===== src/rtl/pac_pkg.sv =====
// Shared types and constants for the polygon area and centroid block.
`timescale 1ns / 1ps
package pac_pkg;

	localparam int MAX_VERTICES_DEF = 1024;
	localparam int COORD_BITS_DEF   = 16;
	localparam int QDEPTH           = 4;
	localparam int QPW              = 2;
	localparam int QCW              = 3;

	// One queue entry: an edge to add and, on the last vertex, the closing edge
	typedef struct packed {
		logic [31:0] a;
		logic [31:0] b;
		logic [31:0] ca;
		logic [31:0] cb;
		logic        edge_en;
		logic        close;
		logic        few;
	} pac_entry_t;

	typedef enum logic [3:0] {
		B_IDLE, B_MUL, B_SUM, B_PROD, B_ACC, B_CHECK, B_DIVX, B_DIVY, B_OUT
	} pac_bstate_t;

	typedef enum logic [1:0] {
		D_IDLE, D_PREP, D_ITER, D_DONE
	} pac_dstate_t;

endpackage


===== src/rtl/pac_front.sv =====
// Vertex intake: tracks first and previous point and turns vertices into edges.
`timescale 1ns / 1ps
module pac_front #(
	parameter int MAX_VERTICES = pac_pkg::MAX_VERTICES_DEF,
	parameter int COORD_BITS   = pac_pkg::COORD_BITS_DEF
) (
	input  logic               clk,
	input  logic               arst_n,
	input  logic               in_valid,
	output logic               in_ready,
	input  logic [31:0]        in_data,
	input  logic               in_last,
	input  logic               q_full,
	output logic               q_push,
	output pac_pkg::pac_entry_t q_entry
);

	localparam int CW = $clog2(MAX_VERTICES + 1);
	localparam int SH = 16 - COORD_BITS;

	logic [31:0]    first_q;
	logic [31:0]    prev_q;
	logic [CW-1:0]  count_q;
	logic signed [15:0] xs;
	logic signed [15:0] ys;
	logic [31:0]    pt;
	logic           accept;
	logic           kept;
	logic [31:0]    prev_nx;
	logic [31:0]    first_nx;
	logic [CW-1:0]  count_nx;

	// Sign-extend the used coordinate bits and classify the vertex
	always_comb begin
		xs       = $signed(in_data[15:0] << SH) >>> SH;
		ys       = $signed(in_data[31:16] << SH) >>> SH;
		pt       = {ys, xs};
		accept   = in_valid && in_ready;
		kept     = count_q < CW'(MAX_VERTICES);
		prev_nx  = kept ? pt : prev_q;
		first_nx = (kept && count_q == '0) ? pt : first_q;
		count_nx = kept ? count_q + CW'(1) : count_q;
		in_ready = !q_full;
		q_entry.a       = prev_q;
		q_entry.b       = pt;
		q_entry.edge_en = kept && count_q != '0;
		q_entry.close   = in_last;
		q_entry.ca      = prev_nx;
		q_entry.cb      = first_nx;
		q_entry.few     = count_nx < CW'(3);
		q_push = accept && (q_entry.edge_en || in_last);
	end

	// Advance vertex state; restart after the last vertex
	always_ff @(posedge clk or negedge arst_n) begin
		if (!arst_n) begin
			first_q <= '0;
			prev_q  <= '0;
			count_q <= '0;
		end else if (accept) begin
			first_q <= first_nx;
			prev_q  <= prev_nx;
			count_q <= in_last ? '0 : count_nx;
		end
	end

endmodule


===== config.mk =====
export PLATFORM = sky130hd
export DESIGN_NAME = pac_front
export DESIGN_NICKNAME = d
export VERILOG_FILES = /design/src/rtl/pac_pkg.sv /design/src/rtl/pac_front.sv
export SDC_FILE = /design/constraint.sdc
export NUM_CORES = 1
export LEC_CHECK = 0
export ABC_AREA = 1
export BUFFER_PORTS_ARGS = -buffer_cell sky130_fd_sc_hd__buf_4
export CAP_MARGIN = 20
export CORE_ASPECT_RATIO = 1.25
export CORE_MARGIN = 4
export CORE_UTILIZATION = 40
export CTS_BUF_LIST = sky130_fd_sc_hd__clkbuf_16
export DETAILED_ROUTE_END_ITERATION = 7
export PLACE_DENSITY = 0.73
export SLEW_MARGIN = 20
export SYNTH_ARGS = -nofsm -noshare
export SYNTH_HDL_FRONTEND = slang
export SYNTH_SLANG_ARGS = --single-unit

===== constraint.sdc =====
create_clock -name clk -period 2.2 [get_ports clk]
set_input_delay 0.22 -clock clk [delete_from_list [all_inputs] [get_ports clk]]
set_output_delay 0.22 -clock clk [all_outputs]
set_load 0.01 [all_outputs]

==> impl_metrics.yaml, run 1 <==
outcome:
  status: "finished, final reports clean"
detailed_routing:
  wl_per_cell_um: 12.82
  vias_per_cell: 4.765
  final_antenna_net_count: 0
  wl_mm: 12.00
  drtIter0Drc: 198
  dr_wl_met2_mm: 5.852
  drc: 0
  vias: 4460
  drt_pass1_iterations: 4
  wl_met3_um: 747
  met1Wirelength_mm: 5.128
  highest_layer: "met4"
cells_and_area:
  antenna_cells: 0
  syn_to_final_growth_pct: 33.70
  num-nets-final: 835
  drive_gt1_share_pct: 25.72
placement:
  place_hpwl_mm: 8.780
  gp_congestion: 0.8309
  portBuffers: 169
  dp_slack_ns: 0.3021
clocking:
  cts-root-buf: "clkbuf_16"
  cts-htree-levels: 3
  clkSlewWorstSetupHoldPaths_ns: 0.06
  clockBufferDepth: 2
  cts-buffers-inserted: 9
  clock_sinks: 75
  clk_latency_ns: 0.33
  cts_tree: "built"
yosys:
  ys_ff_latch: 75
  synth.cell_area_um2: 4544
  synth_compound_area_share_pct: 4.846
  netlist_instances: 667
  synthAdderAreaFrac_pct: 0.5507
  muxShareOfSynthArea_pct: 0
  synth_area_per_cell_um2: 6.813
  synth_warnings: 0
  synthSimpleGateAreaFrac_pct: 37.20
  synth_top_family_by_area: "simple AND/OR/NAND/NOR gates"
  synth_xor_area_share_pct: 0.3855
  synth-seq-area-share_pct: 41.30
  yosysUniqueCellTypes: 21
  synth_nets: 706
sta:
  period_share_pct: 98.68
  fin_crit_ns: 2.171
  layout_setup_ws_ns: 0.02913
  worst_slew_pin_slew_ns: 0.6048
  final_max_slew_viol_count: 0
  max_freq_mhz: 460.6
  setup_violations: 0
  skew_ns: 0.006049
  rsz0062_at_grt: "true"
  hold_slack_ns: 0.2515
  relSlewSlack_pct: 59.62
  hold_viol_final: 0
power:
  vdd_drop_max_uv: 505.1
  powerDensity_nw_per_um2: 1043
  cellLeakagePower_nw: 3.393
floorplan:
  dieArea_um2: 13140
  initial_utilization_pct: 41.00
  io_pins: 170
  coreArea_um2: 11080
  die_y_um: 127.2
  die_w_um: 103.3
  row_count: 43
hold_path:
  hold_path_class: "input port to flop"
setup_path:
  slowest_delay_ns: 0.42
  cp_slowest_cell: "dfrtp_1"
  endpoint_kind: "output pin"
  arrival_ns: 1.95
  critical_path_class: "flop to output pin"
  crit_chain: "inv_2, ha_1, nand4_1, nor2_4, buf_6, nand3_1, and2_1, buf_4"
  crit_required_ns: 1.98
  cp-start-kind: "flop"
  cp_max_fo: 15
job:
  cap_viol_max_count: 0
global_route:
  overflow: 0
  grt_pass1_wl_mm: 19.41
  antenna_found_initial: 0
  grt_max_degree: 40
  grt_usage_pct: 18.40
  grt_pass1_vias: 4119
registers in the layout (all words and copies together), names as in the netlist:
register and flops:
prev_q 32, count_q 11, first_q 32
synth_stat cells, drive strengths merged:
library cell	n	share of area (%)
buf	55	8.1
and2	32	4.4
dfrtp	75	41
xor2	2	0.39
nand2	266	22
nand4	4	0.55
a21oi	1	0.11
o21ai	38	4.2
clkbuf	11	0.91
o22ai	4	0.55
inv	80	6.6
clkinv	1	0.083
ha	2	0.55
nand3	81	8.9
nor2	15	1.3
logic make-up after synthesis:
group / count (synthesis)
AO/OA/AOI/OAI: 43
XOR/XNOR: 2
adder cells (fa/ha/maj): 2
buffers and inverters: 147
flip-flops: 75
AND/OR/NAND/NOR: 398
cells in the final DEF, fill, tap and decap left out, types with 5 or more instances in the layout:
| master | netlist | routed |
|---|---|---|
| buf_4 | 33 | 176 |
| buf_12 | 0 | 5 |
| o21ai_0 | 38 | 38 |
| dfrtp_1 | 75 | 74 |
| inv_1 | 78 | 76 |
| and2_1 | 32 | 32 |
| nand3_1 | 81 | 81 |
| clkbuf_16 | 0 | 9 |
| nor2_1 | 14 | 13 |
| nand2_1 | 265 | 264 |
timing repair:
action | CTS | global route
buffers inserted | 0 | 1
hold endpoints to repair | 36 | 0
pin swaps | 1 | 0
gates resized for setup | 4 | 7
gates cloned | 0 | 0
setup endpoints to repair | 32 | 35
hold buffers | 1 | 0
final timing paths:
kind | cells past startpoint | from | slack [ns] | endpoint
worst min-delay path | 5 | in_data[25] | 0.25 | first_q[25]
worst min register to register | 2 | first_q[2] | 0.48 | first_q[2]
min in group asynchronous | 2 | arst_n | 0.39 | prev_q[26]
worst max-delay path | 8 | count_q[0] | 0.03 | q_entry[27]
max in group asynchronous | 3 | arst_n | 1.23 | first_q[11]
worst max register to register | 9 | count_q[0] | 0.61 | first_q[4]
worst max-delay path, delay by kind of cell, from the launching register on:
family	cells	cell delay [ns]
AND/OR/NAND/NOR	4	0.63
flip-flops	1	0.42
buffers and inverters	3	0.43
adder cells (fa/ha/maj)	1	0.15
power breakdown:
part	switching, W	internal [W]
sequential	0.000233	0.00176
clock	0.000551	0.000978
combinational	0.00147	0.00134
layout make-up:
cell class | count | area (µm²)
Timing Repair Buffer | 184 | 1454
Multi-Input combinational cell | 445 | 1963
Inverter | 81 | 304.0
Tap cell | 135 | 168.9
Sequential cell | 75 | 1878
Clock inverter | 7 | 82.58
Clock buffer | 9 | 225.2
Fill cell | 1078 | 5007
through the flow:
stage	TNS, ns	cell area [µm²]	std cells	util [%]	total power (W)
CTS	0	6042	935	54.52	0.006361
global route	-3.114	6076	936	54.82	0.006830
global placement	0	5713	918	51.55	0.004736
finish	0	6076	936	54.82	0.006336
floorplan	0	4544	667	-	0.003550
detailed placement	0	5713	918	51.55	0.004784
per-layer routing:
layer	vias up	global-route usage [%]
met5	-	0
met4	0	7.622
met3	22	2.785
met2	127	31.17
met1	2040	23.08
li1	2271	-
Note: power is estimated with default switching activity, not from simulation.
==> run 2: changes to the inputs <==
--- a/config.mk
+++ b/config.mk
@@ -8,12 +8,14 @@
 export ABC_AREA = 1
 export BUFFER_PORTS_ARGS = -buffer_cell sky130_fd_sc_hd__buf_4
 export CAP_MARGIN = 20
+export CELL_PAD_IN_SITES_DETAIL_PLACEMENT = 0
+export CELL_PAD_IN_SITES_GLOBAL_PLACEMENT = 1
 export CORE_ASPECT_RATIO = 1.25
 export CORE_MARGIN = 4
-export CORE_UTILIZATION = 40
+export CORE_UTILIZATION = 34
 export CTS_BUF_LIST = sky130_fd_sc_hd__clkbuf_16
 export DETAILED_ROUTE_END_ITERATION = 7
-export PLACE_DENSITY = 0.73
+export PLACE_DENSITY = 0.87
 export SLEW_MARGIN = 20
 export SYNTH_ARGS = -nofsm -noshare
 export SYNTH_HDL_FRONTEND = slang
==> run 2 against run 1 <==
  * Critical path depth grew 2
  * The flow now finishes with violations (setup timing)
  * Maximum frequency shrank 1.9%
  * Largest cell class unchanged
  * Critical path type unchanged
  * First-iteration DRC count grew 5.1%
  * Highest routed layer unchanged
==> impl_metrics.yaml, run 2 (synthesized netlist as in run 1, its figures left out) <==
outcome:
  status: "finished, violations left"
  failed_checks: "setup timing"
floorplan:
  die_w_um: 111.4
  coreArea_um2: 12890
  row_count: 46
  initial_utilization_pct: 35.25
  die_y_um: 137.3
  io_pins: 170
  dieArea_um2: 15290
clocking:
  cts_tree: "built"
  cts-htree-levels: 3
  clkSlewWorstSetupHoldPaths_ns: 0.06
  clock_sinks: 75
  clockBufferDepth: 2
  cts-root-buf: "clkbuf_16"
  clk_latency_ns: 0.33
  cts-buffers-inserted: 9
setup_path:
  cp_common_cell: "buf_6"
  cp_max_fo: 6
  slowest_delay_ns: 0.38
  r2r_start: "count_q[1]"
  cp_slowest_cell: "dfrtp_1"
  crit_chain: "inv_2, ha_4, nand4_1, nor2_4, buf_6, nand2_8, clkbuf_16, nand2_4, and2_4, buf_6"
  reg2reg_depth: 11
  rr_endpoint: "first_q[1]"
  worstSetupStartpoint: "count_q[1]"
  arrival_ns: 1.99
  crit_required_ns: 1.98
  critical_path_class: "flop to output pin"
  crit_family: "simple AND/OR/NAND/NOR gates"
  timing.critical_path.buf_inv: 4
  r2r_setup_slack_ns: 0.50
  endpoint_kind: "output pin"
  cp-start-kind: "flop"
cells_and_area:
  top_regs: "first_q x32, prev_q x32, count_q x11"
  finalNonFillerCells: 982
  post-route-util_pct: 52.73
  final_cell_mix: "nand2_1 (231), buf_4 (149), inv_1 (76)"
  num-nets-final: 848
  syn_to_final_growth_pct: 49.59
  layout_commonest_cell: "nand2_1"
  antenna_cells: 0
  drive_gt1_share_pct: 36.61
power:
  vdd_drop_max_uv: 491.6
  powerDensity_nw_per_um2: 1123
  finalPower_w: 0.007635
  cellLeakagePower_nw: 3.710
sta:
  period_share_pct: 100.5
  worst_slew_pin_slew_ns: 0.6819
  hold_viol_final: 0
  final_max_slew_viol_count: 0
  relSlewSlack_pct: 54.54
  setup_violations: 11
  layout_setup_ws_ns: -0.01205
  max_freq_mhz: 452.1
  setup_tns_ns: -0.05340
  skew_ns: 0.003928
  hold_slack_ns: 0.2522
  rsz0062_at_grt: "true"
  fin_crit_ns: 2.212
detailed_routing:
  final_antenna_net_count: 0
  wl_mm: 13.88
  drc: 0
  vias: 4654
  drtIter0Drc: 208
  drt_pass1_iterations: 4
  vias_per_cell: 4.739
  wl_per_cell_um: 14.14
placement:
  portBuffers: 169
  placedCellCount: 952
  place_hpwl_mm: 9.429
  gp_congestion: 0.8647
hold_path:
  hold_path_class: "input port to flop"
  hold_end: "first_q[26]"
  hold_path_depth: 5
  min_from: "in_data[26]"
global_route:
  grt_max_degree: 51
  grt_usage_pct: 17.56
  grt_pass1_wl_mm: 21.74
  antenna_found_initial: 0
  overflow: 0
  grt_pass1_vias: 4332
job:
  cap_viol_max_count: 0
-- run 2: where the power goes --
group	internal (W)	switching (W)	total, W
clock network	0.000757	0.000592	0.00135
registers	0.00176	0.000230	0.00199
logic	0.00229	0.00200	0.00429
-- run 2: what timing repair did --
item                                    CTS  global route
setup buffers                             7             2
hold buffers                              1             0
pin swaps                                 3             9
cloned                                    3             2
endpoints found under the hold margin    49             0
resized for setup                        26           129
endpoints found under the setup margin   34            35
-- run 2: worst max-delay path by stage --
stage	end	slack, ns	cells past startpoint
finish	q_entry[15]	-0.01	10
global route	q_entry[14]	-0.14	10
CTS	q_entry[28]	-0.01	10
detailed placement	q_entry[4]	0.23	8
global placement	q_entry[4]	0.25	8
floorplan	q_entry[10]	0.56	8
-- run 2: tightest hold or removal path, delay by kind of cell --
family	cells	cell delay, ns
buffers and inverters	2	0.12
AND/OR/NAND/NOR	3	0.20
-- run 2: layer usage --
metal	up-vias	global-route usage [%]	wire length, µm
met2	117	31.39	7130
met1	2224	22.27	5876
met4	0	3.584	143
li1	2300	-	-
met5	-	0	0
met3	13	3.383	731
-- run 2: cell type report --
| type | instances | area [µm²] |
|---|---|---|
| clock buffer | 9 | 225.2 |
| clock inverter | 7 | 45.04 |
| fill | 1292 | 6095 |
| inverter | 81 | 306.5 |
| multi-input combinational | 445 | 2342 |
| sequential | 75 | 1878 |
| tap | 168 | 210.2 |
| timing repair buffer | 197 | 1790 |
-- run 2: through the flow --
stage | area (µm²) | setup slack (ns)
after global placement | 5784 | 0.2454
after detailed placement | 5784 | 0.2327
after CTS | 6287 | -0.01025
after global routing | 6798 | -0.1394
after floorplan | 4544 | 0.5615
final | 6798 | -0.01205
