===== src/rtl/pac_pkg.sv =====
// Shared types and constants for the polygon area and centroid block.
`timescale 1ns / 1ps
package pac_pkg;

	localparam int MAX_VERTICES_DEF = 1024;
	localparam int COORD_BITS_DEF   = 16;
	localparam int QDEPTH           = 4;
	localparam int QPW              = 2;
	localparam int QCW              = 3;

	// One queue entry: an edge to add and, on the last vertex, the closing edge
	typedef struct packed {
		logic [31:0] a;
		logic [31:0] b;
		logic [31:0] ca;
		logic [31:0] cb;
		logic        edge_en;
		logic        close;
		logic        few;
	} pac_entry_t;

	typedef enum logic [3:0] {
		B_IDLE, B_MUL, B_SUM, B_PROD, B_ACC, B_CHECK, B_DIVX, B_DIVY, B_OUT
	} pac_bstate_t;

	typedef enum logic [1:0] {
		D_IDLE, D_PREP, D_ITER, D_DONE
	} pac_dstate_t;

endpackage


===== src/rtl/pac_queue.sv =====
// Short edge queue between vertex intake and the accumulator.
`timescale 1ns / 1ps
module pac_queue (
	input  logic                clk,
	input  logic                arst_n,
	input  logic                push,
	input  pac_pkg::pac_entry_t push_data,
	input  logic                pop,
	output pac_pkg::pac_entry_t pop_data,
	output logic                full,
	output logic                empty
);

	pac_pkg::pac_entry_t            mem_q [pac_pkg::QDEPTH];
	logic [pac_pkg::QPW-1:0]        wr_q;
	logic [pac_pkg::QPW-1:0]        rd_q;
	logic [pac_pkg::QCW-1:0]        cnt_q;

	assign full     = cnt_q == pac_pkg::QCW'(pac_pkg::QDEPTH);
	assign empty    = cnt_q == '0;
	assign pop_data = mem_q[rd_q];

	// Store entries
	always_ff @(posedge clk) begin
		if (push) begin
			mem_q[wr_q] <= push_data;
		end
	end

	// Advance pointers and fill count
	always_ff @(posedge clk or negedge arst_n) begin
		if (!arst_n) begin
			wr_q  <= '0;
			rd_q  <= '0;
			cnt_q <= '0;
		end else begin
			if (push) wr_q <= wr_q + 1'b1;
			if (pop) rd_q <= rd_q + 1'b1;
			if (push && !pop) cnt_q <= cnt_q + 1'b1;
			else if (pop && !push) cnt_q <= cnt_q - 1'b1;
		end
	end

endmodule


===== config.mk =====
export PLATFORM = sky130hd
export DESIGN_NAME = pac_queue
export DESIGN_NICKNAME = d
export VERILOG_FILES = /design/src/rtl/pac_pkg.sv /design/src/rtl/pac_queue.sv
export SDC_FILE = /design/constraint.sdc
export NUM_CORES = 1
export LEC_CHECK = 0
export CAP_MARGIN = 20
export CORE_ASPECT_RATIO = 2
export CORE_MARGIN = 2
export CORE_UTILIZATION = 50
export CTS_CLUSTER_SIZE = 25
export DETAILED_ROUTE_END_ITERATION = 7
export DONT_BUFFER_PORTS = 1
export PLACE_DENSITY_LB_ADDON = 0.05
export SYNTH_ARGS = -nofsm -noshare
export SYNTH_HDL_FRONTEND = slang
export SYNTH_SLANG_ARGS = --single-unit

===== constraint.sdc =====
create_clock -name clk -period 5.05 [get_ports clk]
set_input_delay 0.7575 -clock clk [delete_from_list [all_inputs] [get_ports clk]]
set_output_delay 0.7575 -clock clk [all_outputs]
set_load 0.02 [all_outputs]

==> flow_metrics.py, run 1 <==
metrics = {
    "outcome": {
        "status": "complete, no violations",
    },
    "finish": {
        "final_cells": 1286,
        "layout.nets": 884,
        "antenna_cells": 0,
        "fill_cells": 2807,
        "syn_to_final_growth_pct": 9.90,
        "drive_gt1_share_pct": 25.4,
    },
    "logic_synthesis": {
        "synth_area_um2": 19300,
        "synth_top_family_by_area": "multiplexers",
        "synth_commonest_cells": "edfxtp_1 (524), mux4_2 (131), buf_2 (16), buf_6 (9), dfrtp_1 (7)",
        "synthCells": 719,
        "ys_top_cells_by_area": "edfxtp_1 (82%), mux4_2 (15%), dfrtp_1 (0.91%)",
        "ys_async_sr_fraction_pct": 1.32,
        "synth_cell_types": 19,
        "synth-compound-area-share_pct": 0.0260,
        "yosysMostFrequentCell": "edfxtp_1",
        "ys_ff_latch": 531,
        "synth_xor_area_share_pct": 0.273,
        "synth.avg_cell_area_um2": 26.8,
        "synth-edff-count": 524,
        "ys_seq_area_share_pct": 82.5,
        "yosys.area_share.simple_pct": 0.253,
        "syn-num-nets": 860,
        "synth_largest_area_cell": "edfxtp_1",
        "ys_warn_count": 0,
        "synth.top_cell.area_share_pct": 81.6,
        "synth_ff_type": "edfxtp_1",
        "synth_mux_area_share_pct": 15.4,
        "synth_adder_area_share_pct": 0.428,
    },
    "routing": {
        "ant_nets": 0,
        "drt-total-wl_mm": 36.0,
        "avgRoutedWirePerCell_um": 28.0,
        "vias_per_cell": 5.70,
        "first_pass_iters": 4,
        "dr_total_vias": 7336,
        "dr.first_iter.drc_count": 350,
        "remaining_drc_errors": 0,
    },
    "power": {
        "fin_total_pwr_mw": 12.8,
        "power.leakage_nw": 6.54,
        "peakVddDrop_mv": 0.354,
        "p_per_area_nw_per_um2": 605,
    },
    "critical_path": {
        "cp-start-kind": "flip-flop",
        "r2r-start": "wr_q[0]",
        "worstSetupPathType": "reg -> out",
        "reg2reg_depth": 4,
        "crit_required_ns": 4.29,
        "r2r_slack_ns": 2.65,
        "crit_path_end_kind": "output pin",
        "cp-endpoint": "pop_data[44]",
        "critPathLaunch": "rd_q[0]",
        "arrival_ns": 2.66,
        "crit_fanout": 56,
        "rr_endpoint": "mem_q[0][114]",
    },
    "sta": {
        "rsz0062_at_grt": "false",
        "slew-limit-headroom_pct": 35.5,
        "max_clock_freq_ghz": 0.292,
        "whs_ns": 0.293,
        "hold_viol": 0,
        "period_minus_slack_ns": 3.42,
        "tns_ns": 0,
        "worst_pin_slew_ns": 0.967,
        "fin_crit_sh_pct": 67.7,
        "setup_violations": 0,
        "finalMaxSlewViolations": 0,
        "finClkSkew_ns": 0.0127,
        "setup_slack_ns": 1.63,
    },
    "clock_network": {
        "ctsHtreeMaxLevel": 2,
        "cts-root-buf": "clkbuf_16",
        "cts_buffers": 44,
        "ctsResizeCount": 0,
        "cts.clk_slew.worst_paths_ns": 0.06,
        "insertion_delay_ns": 0.54,
        "clkSinkCount": 531,
        "cts_buffer_depth": 3,
        "cts_tree": "yes",
    },
    "floorplanning": {
        "die_area_um2": 40200,
        "io_pins": 268,
        "coreArea_um2": 38000,
        "fp.dieW_um": 143,
        "initial_core_util_pct": 50.7,
        "die_h_um": 282,
        "row_count": 101,
    },
    "grt": {
        "grt_pass1_wl_mm": 53.1,
        "antenna_found_initial": 0,
        "grt_util_all_layers_pct": 18.3,
        "grt_max_degree": 83,
        "grt_pass1_vias": 8152,
        "grt_overflow": 0,
    },
    "placed_design": {
        "place_ws_ns": 2.11,
        "dp_cells": 1211,
        "hpwl_mm": 22.1,
        "gp_congestion": 0.707,
        "port_buffers": 0,
    },
    "job": {
        "cap_violations": 0,
    },
    "worst_hold_path": {
        "hold_class": "in -> reg",
    },
}
==> critical path, cell delays in order, from the launching register on <==
cell,delay [ns]
dfrtp_4,0.91
buf_12,0.45
mux4_2,0.68
==> worst min path at each step <==
| stage | to | start | cells after the start |
|---|---|---|---|
| 2_1_floorplan | cnt_q[0] | arst_n | 0 |
| 3_3_place_gp | cnt_q[1] | arst_n | 0 |
| 3_5_place_dp | cnt_q[0] | arst_n | 0 |
| 4_1_cts | rd_q[0] | pop | 1 |
| 5_1_grt | rd_q[0] | pop | 1 |
| 6_report | rd_q[0] | pop | 1 |
==> per-layer routing <==
metal	GRT usage (%)	up-vias	wire, um
met1	19.1	3872	11400
met3	6.71	56	3320
met5	0	-	0
met4	6.75	0	1170
met2	33.4	266	20200
li1	-	3142	-
==> per-stage QoR <==
step	instance area [um^2]	utilization, %
2_1_floorplan	19300	-
3_3_place_gp	19900	52.3
3_5_place_dp	19900	52.3
4_1_cts	21200	55.7
5_1_grt	21200	55.7
6_report	21200	55.7
==> cell families (layout without fill, tap and decap cells) <==
logic type                 after synthesis  in the layout
adders and majority gates                6              6
AOI/OAI and AO/OA                        1              1
xor gates and xnor gates                 6              6
muxes                                  132            132
buffers and inverters                   34             86
and+or+nand+nor                          9              9
DFF                                    531            531
==> repair_timing <==
action / 4_1_cts / 5_1_grt
setup endpoints to repair: 0 / 0
hold endpoints to repair: 7 / 0
buffers inserted: 0 / 0
hold buffers: 1 / 0
==> final cells by class <==
cell class	count	area (um^2)	share of cell area (%)
well taps	515	644	3.04
multi-input cells	154	3160	14.9
clock buffers	54	1160	5.47
inverters	4	15.0	0.0709
repair buffers	8	150	0.709
flip-flops and latches	531	15900	75.1
clock inverters	20	140	0.661
==> report_power, final <==
group / internal, mW / switching [mW] / leakage, nW
Sequential: 5.77 / 0.361 / 4.89
Combinational: 1.26 / 2.29 / 1.02
Clock: 1.72 / 1.41 / 0.631
==> cell usage in the layout (no fill, tap or decap), drive strengths merged, types with 2 or more instances in the layout <==
cell,count
edfxtp,524
mux4,131
clkbuf,54
clkinv,18
buf,7
dfrtp,7
ha,5
inv,4
and2,4
xor2,4
xnor2,2
nand2,2
bufinv,2
==> registers in the layout (all words and copies together) (netlist names) <==
signal / cells
cnt_q: 3
rd_q: 2
mem_q: 524
wr_q: 2
No activity file was read; power rests on OpenSTA's default activity.
==> run 2, diff against run 1 <==
clock period = 3.1 ns   (was 5.05 ns; I/O delays follow)
==> flow_metrics.py, run 2 (same netlist as run 1, synthesis figures left out) <==
metrics = {
    "job": {
        "cap_violations": 0,
    },
    "placed_design": {
        "gp_congestion": 0.720,
        "port_buffers": 0,
        "place_ws_ns": 0.896,
        "hpwl_mm": 21.8,
        "place_area_um2": 20000,
        "dp_cells": 1220,
    },
    "power": {
        "peakVddDrop_mv": 0.710,
        "p_int_mw": 14.8,
        "p_switching_mw": 6.76,
        "power.leakage_nw": 7.10,
        "p_per_area_nw_per_um2": 960,
        "swShare_pct": 31.3,
        "fin_total_pwr_mw": 21.6,
        "pwr-share-clk_pct": 25.9,
        "power_frac_seq_pct": 45.0,
        "p_comb_share_pct": 29.1,
    },
    "finish": {
        "layout.nets": 993,
        "reg_top3": "mem_q: 524 flops, cnt_q: 3 flops",
        "drive_gt1_share_pct": 25.0,
        "final_common_cell": "edfxtp_1",
        "final_core_util_pct": 59.1,
        "top_register": "mem_q",
        "fill_cells": 2698,
        "final_cells": 1401,
        "largest_reg_flops": 524,
        "syn_to_final_growth_pct": 16.6,
        "final_cell_mix": "edfxtp_1 (524), mux4_2 (131), dlygate4sd3_1 (100)",
        "stdcell_area_um2": 22500,
    },
    "sta": {
        "finalMaxSlewViolations": 0,
        "setup_slack_ns": 0.376,
        "finClkSkew_ns": 0.0265,
        "fin_crit_sh_pct": 87.9,
        "worst_pin_slew_ns": 0.684,
        "max_clock_freq_ghz": 0.367,
        "hold_viol": 0,
        "slew-limit-headroom_pct": 54.3,
        "tns_ns": 0,
        "whs_ns": 0.0275,
        "rsz0062_at_grt": "false",
        "setup_violations": 0,
        "period_minus_slack_ns": 2.72,
    },
    "critical_path": {
        "crit_fanout": 20,
        "arrival_ns": 2.26,
        "worstSetupPathType": "reg -> out",
        "crit_path_end_kind": "output pin",
        "crit_required_ns": 2.63,
        "cp-start-kind": "flip-flop",
    },
    "clock_network": {
        "cts-root-buf": "clkbuf_16",
        "ctsHtreeMaxLevel": 2,
        "cts_tree": "yes",
        "cts.clk_slew.worst_paths_ns": 0.06,
        "cts_buffers": 45,
        "clkSinkCount": 531,
        "ctsResizeCount": 0,
        "cts_buffer_depth": 3,
        "insertion_delay_ns": 0.55,
    },
    "grt": {
        "grt_overflow": 0,
        "grt_pass1_wl_mm": 53.8,
        "grt_max_degree": 75,
        "grt_util_all_layers_pct": 18.3,
        "antenna_found_initial": 1,
        "grt_pass1_vias": 8575,
    },
    "routing": {
        "vias_per_cell": 5.58,
        "drt-total-wl_mm": 36.2,
        "ant_nets": 0,
        "dr.first_iter.drc_count": 444,
        "dr_total_vias": 7824,
        "first_pass_iters": 4,
        "remaining_drc_errors": 0,
        "avgRoutedWirePerCell_um": 25.8,
    },
    "outcome": {
        "status": "complete, no violations",
    },
    "floorplanning": {
        "coreArea_um2": 38000,
        "die_h_um": 282,
        "row_count": 101,
        "fp.dieW_um": 143,
        "initial_core_util_pct": 50.7,
        "io_pins": 268,
        "die_area_um2": 40200,
    },
    "worst_hold_path": {
        "hold_class": "in -> reg",
    },
}
[run 2: final cells by class]
type                       instances  area [um^2]  area share [%]
timing repair buffer             116         1270            5.66
sequential                       531        15900            70.8
clock inverter                    27          288            1.28
antenna                            1         2.50          0.0111
tap                              515          644            2.87
inverter                           4         15.0          0.0668
clock buffer                      53         1180            5.23
multi-input combinational        154         3160            14.1
[run 2: timing repair]
| item | 4_1_cts | 5_1_grt |
|---|---|---|
| hold buffers | 100 | 0 |
| setup buffers | 0 | 0 |
| hold endpoints to repair | 360 | 0 |
[run 2: worst max-delay path, stage by stage, from the launching register on]
cell and delay [ns]:
dfrtp_4 0.61, buf_4 0.42, mux4_2 0.66
[run 2: power by group through the flow]
stage | combinational (mW) | clock (mW) | sequential (mW)
floorplan | 5.02 | 0 | 9.78
finish | 6.28 | 5.59 | 9.72
CTS | 6.49 | 5.75 | 9.74
detailed placement | 6.31 | 0 | 9.90
global placement | 6.24 | 0 | 9.81
global route | 6.70 | 5.97 | 9.84
[run 2: routing by layer]
| metal | global-route usage, % | up-vias | wire [um] |
|---|---|---|---|
| met5 | 0 | - | 0 |
| met4 | 7.72 | 0 | 1510 |
| met3 | 5.23 | 67 | 2560 |
| met2 | 31.0 | 265 | 18800 |
| met1 | 22.2 | 4126 | 13200 |
| li1 | - | 3366 | - |
[run 2: worst paths after layout]
kind | startpoint | end | slack, ns | cells after the start
setup / recovery | rd_q[0] | pop_data[115] | 0.38 | 2
hold / removal | push_data[72] | mem_q[2][72] | 0.03 | 0
setup reg to reg | wr_q[0] | mem_q[2][28] | 1.03 | 4
hold reg to reg | cnt_q[2] | cnt_q[2] | 0.51 | 1
max in group asynchronous | arst_n | rd_q[0] | 2.57 | 1
min in group asynchronous | arst_n | cnt_q[2] | 0.25 | 1
==> run 3, diff against run 2 <==
ABC_AREA = 1   (was default)
ABC_CLOCK_PERIOD_IN_PS = 3100   (was default)
==> flow_metrics.py, run 3 <==
metrics = {
    "outcome": {
        "status": "complete, no violations",
    },
    "routing": {
        "vias_per_cell": 5.22,
        "remaining_drc_errors": 0,
        "first_pass_iters": 4,
        "dr_total_vias": 11900,
        "drt-total-wl_mm": 45.0,
        "ant_nets": 0,
        "avgRoutedWirePerCell_um": 19.7,
        "dr.first_iter.drc_count": 539,
    },
    "grt": {
        "antenna_found_initial": 3,
        "grt_pass1_wl_mm": 68.0,
        "grt_max_degree": 102,
        "grt_overflow": 0,
        "grt_util_all_layers_pct": 20.0,
        "grt_pass1_vias": 12000,
    },
    "clock_network": {
        "ctsHtreeMaxLevel": 2,
        "cts_tree": "yes",
        "cts_buffers": 46,
        "insertion_delay_ns": 0.56,
        "cts-root-buf": "clkbuf_16",
        "cts.clk_slew.worst_paths_ns": 0.06,
        "post_cts_buffers": 0,
        "clkSinkCount": 531,
        "hold_buffers": 134,
        "ctsResizeCount": 0,
        "cts_buffer_depth": 3,
    },
    "finish": {
        "final_cells": 2281,
        "final_cell_mix": "edfxtp_1 (524), nand2_1 (406), inv_1 (268)",
        "final_common_cell": "edfxtp_1",
        "largest_reg_flops": 524,
        "reg_top3": "mem_q: 524 flops, cnt_q: 3 flops",
        "top_register": "mem_q",
        "drive_gt1_share_pct": 11.4,
        "fill_cells": 3339,
        "syn_to_final_growth_pct": 15.5,
        "layout.nets": 1839,
    },
    "critical_path": {
        "cp_top_family": "flip-flops",
        "cpMaxStageDelayCell": "dfrtp_4",
        "cp-start-kind": "flip-flop",
        "crit_path_end_kind": "output pin",
        "crit_path_max_incr_delay_ns": 0.87,
        "rr_endpoint": "mem_q[1][10]",
        "r2r_slack_ns": 0.94,
        "worstSetupPathType": "reg -> out",
        "reg2reg_depth": 5,
        "arrival_ns": 2.40,
        "path_cells": "buf_12 > buf_4 > o211ai_2 > nand2_1",
        "crit_fanout": 53,
        "crit_required_ns": 2.63,
        "r2r-start": "wr_q[1]",
        "path_buf_inv": 2,
    },
    "sta": {
        "max_clock_freq_ghz": 0.349,
        "tns_ns": 0,
        "rsz0062_at_grt": "false",
        "fin_crit_sh_pct": 92.4,
        "hold_viol": 0,
        "worst_pin_slew_ns": 0.931,
        "finClkSkew_ns": 0.0248,
        "finalMaxSlewViolations": 0,
        "period_minus_slack_ns": 2.86,
        "slew-limit-headroom_pct": 37.5,
        "setup_violations": 0,
    },
    "logic_synthesis": {
        "synth_area_um2": 21600,
        "synth-edff-count": 524,
        "synthCells": 1577,
        "synth_commonest_cells": "edfxtp_1 (524), nand2_1 (406), inv_1 (272), o211ai_1 (173), o211ai_2 (89)",
        "synth_largest_area_cell": "edfxtp_1",
        "synth.top_cell.area_share_pct": 72.8,
        "ys_async_sr_fraction_pct": 1.32,
        "synth_cell_types": 20,
        "synth.avg_cell_area_um2": 13.7,
        "yosysMostFrequentCell": "edfxtp_1",
        "ys_warn_count": 0,
        "ys_seq_area_share_pct": 73.6,
        "ys_top_cells_by_area": "edfxtp_1 (73%), nand2_1 (7.1%), o211ai_1 (6.0%)",
        "synth_ff_type": "edfxtp_1",
        "ys_ff_latch": 531,
        "syn-num-nets": 1718,
    },
    "floorplanning": {
        "die_area_um2": 45000,
        "row_count": 107,
        "io_pins": 268,
        "initial_core_util_pct": 50.8,
        "die_h_um": 298,
        "fp.dieW_um": 151,
        "coreArea_um2": 42600,
    },
    "worst_hold_path": {
        "worstHoldPathCells": 2,
        "hold_class": "in -> reg",
        "holdCritStartpoint": "push",
        "min_to": "wr_q[1]",
    },
    "power": {
        "p_per_area_nw_per_um2": 961,
        "peakVddDrop_mv": 0.659,
        "power.leakage_nw": 9.51,
    },
    "placed_design": {
        "dp_cells": 2061,
        "gp_congestion": 0.730,
        "hpwl_mm": 26.5,
        "port_buffers": 0,
    },
    "job": {
        "cap_violations": 0,
    },
}
## run 3: cell types whose count changed after synthesis, moves of 15 or more
| cell | delta |
|---|---|
| buf_6 | +15 |
| inv_1 | +268 |
| nand2_1 | +404 |
| o211ai_2 | +89 |
| mux4_2 | -131 |
| buf_2 | +23 |
| o211ai_1 | +173 |
## run 3: cell type report
cell class	instances	area, um^2	share of cell area (%)
antenna	2	5.00	0.0200
clock buffer	62	1320	5.27
clock inverter	22	171	0.686
inverter	274	1050	4.20
multi-input combinational	683	4080	16.3
sequential	531	15900	63.7
tap	545	682	2.73
timing repair buffer	162	1750	7.01
## run 3: layer usage
metal / share of wire, % / vias to the layer above / wire (um) / global-route usage, %
li1: - / 5734 / - / -
met1: 37 / 5818 / 16600 / 21.7
met2: 54 / 282 / 24300 / 37.3
met3: 6.2 / 79 / 2790 / 4.87
met4: 3.0 / 4 / 1340 / 6.81
met5: 0.058 / - / 26 / 0
## run 3: logic make-up (layout without fill, tap and decap cells)
group	Yosys count	after routing	share of synthesized area, %
and+or+nand+nor	410	410	7.15
adders and majority gates	6	6	0.382
buffers and inverters	363	520	7.50
xor gates and xnor gates	4	4	0.162
DFF	531	531	73.6
AOI/OAI and AO/OA	263	263	11.2
other	0	2	0
## run 3: metrics by stage
step	area [um^2]	power (mW)	hold WS (ns)	worst slack (ns)	util, %
global placement	22100	18.4	0.170	0.793	52.0
global route	25000	25.3	0.0504	0.0987	58.6
detailed placement	22100	18.5	0.170	0.776	52.0
finish	25000	24.0	0.0505	0.236	58.7
CTS	25000	24.4	0.0202	0.183	58.6
floorplan	21600	16.7	0.169	0.0407	-
## run 3: worst reg2reg max path, delay by kind of cell (launching register included)
family,cells,cell delay (ns)
adders and majority gates,1,0.18
buffers and inverters,3,1.14
and+or+nand+nor,1,0.10
DFF,1,0.38
## run 3: worst max path at each step
stage,endpoint,slack [ns],cells after the start,from
final,pop_data[32],0.24,4,rd_q[0]
after global routing,pop_data[59],0.1,4,rd_q[0]
after CTS,pop_data[32],0.18,4,rd_q[0]
after detailed placement,pop_data[32],0.78,4,rd_q[0]
after global placement,pop_data[32],0.79,4,rd_q[0]
after floorplan,mem_q[0][0],0.04,3,push
## run 3: power by group
part	internal (mW)	switching [mW]	total, mW
clock network	3.15	2.44	5.59
registers	9.39	0.546	9.93
logic	2.11	6.35	8.46
total	14.7	9.33	24.0
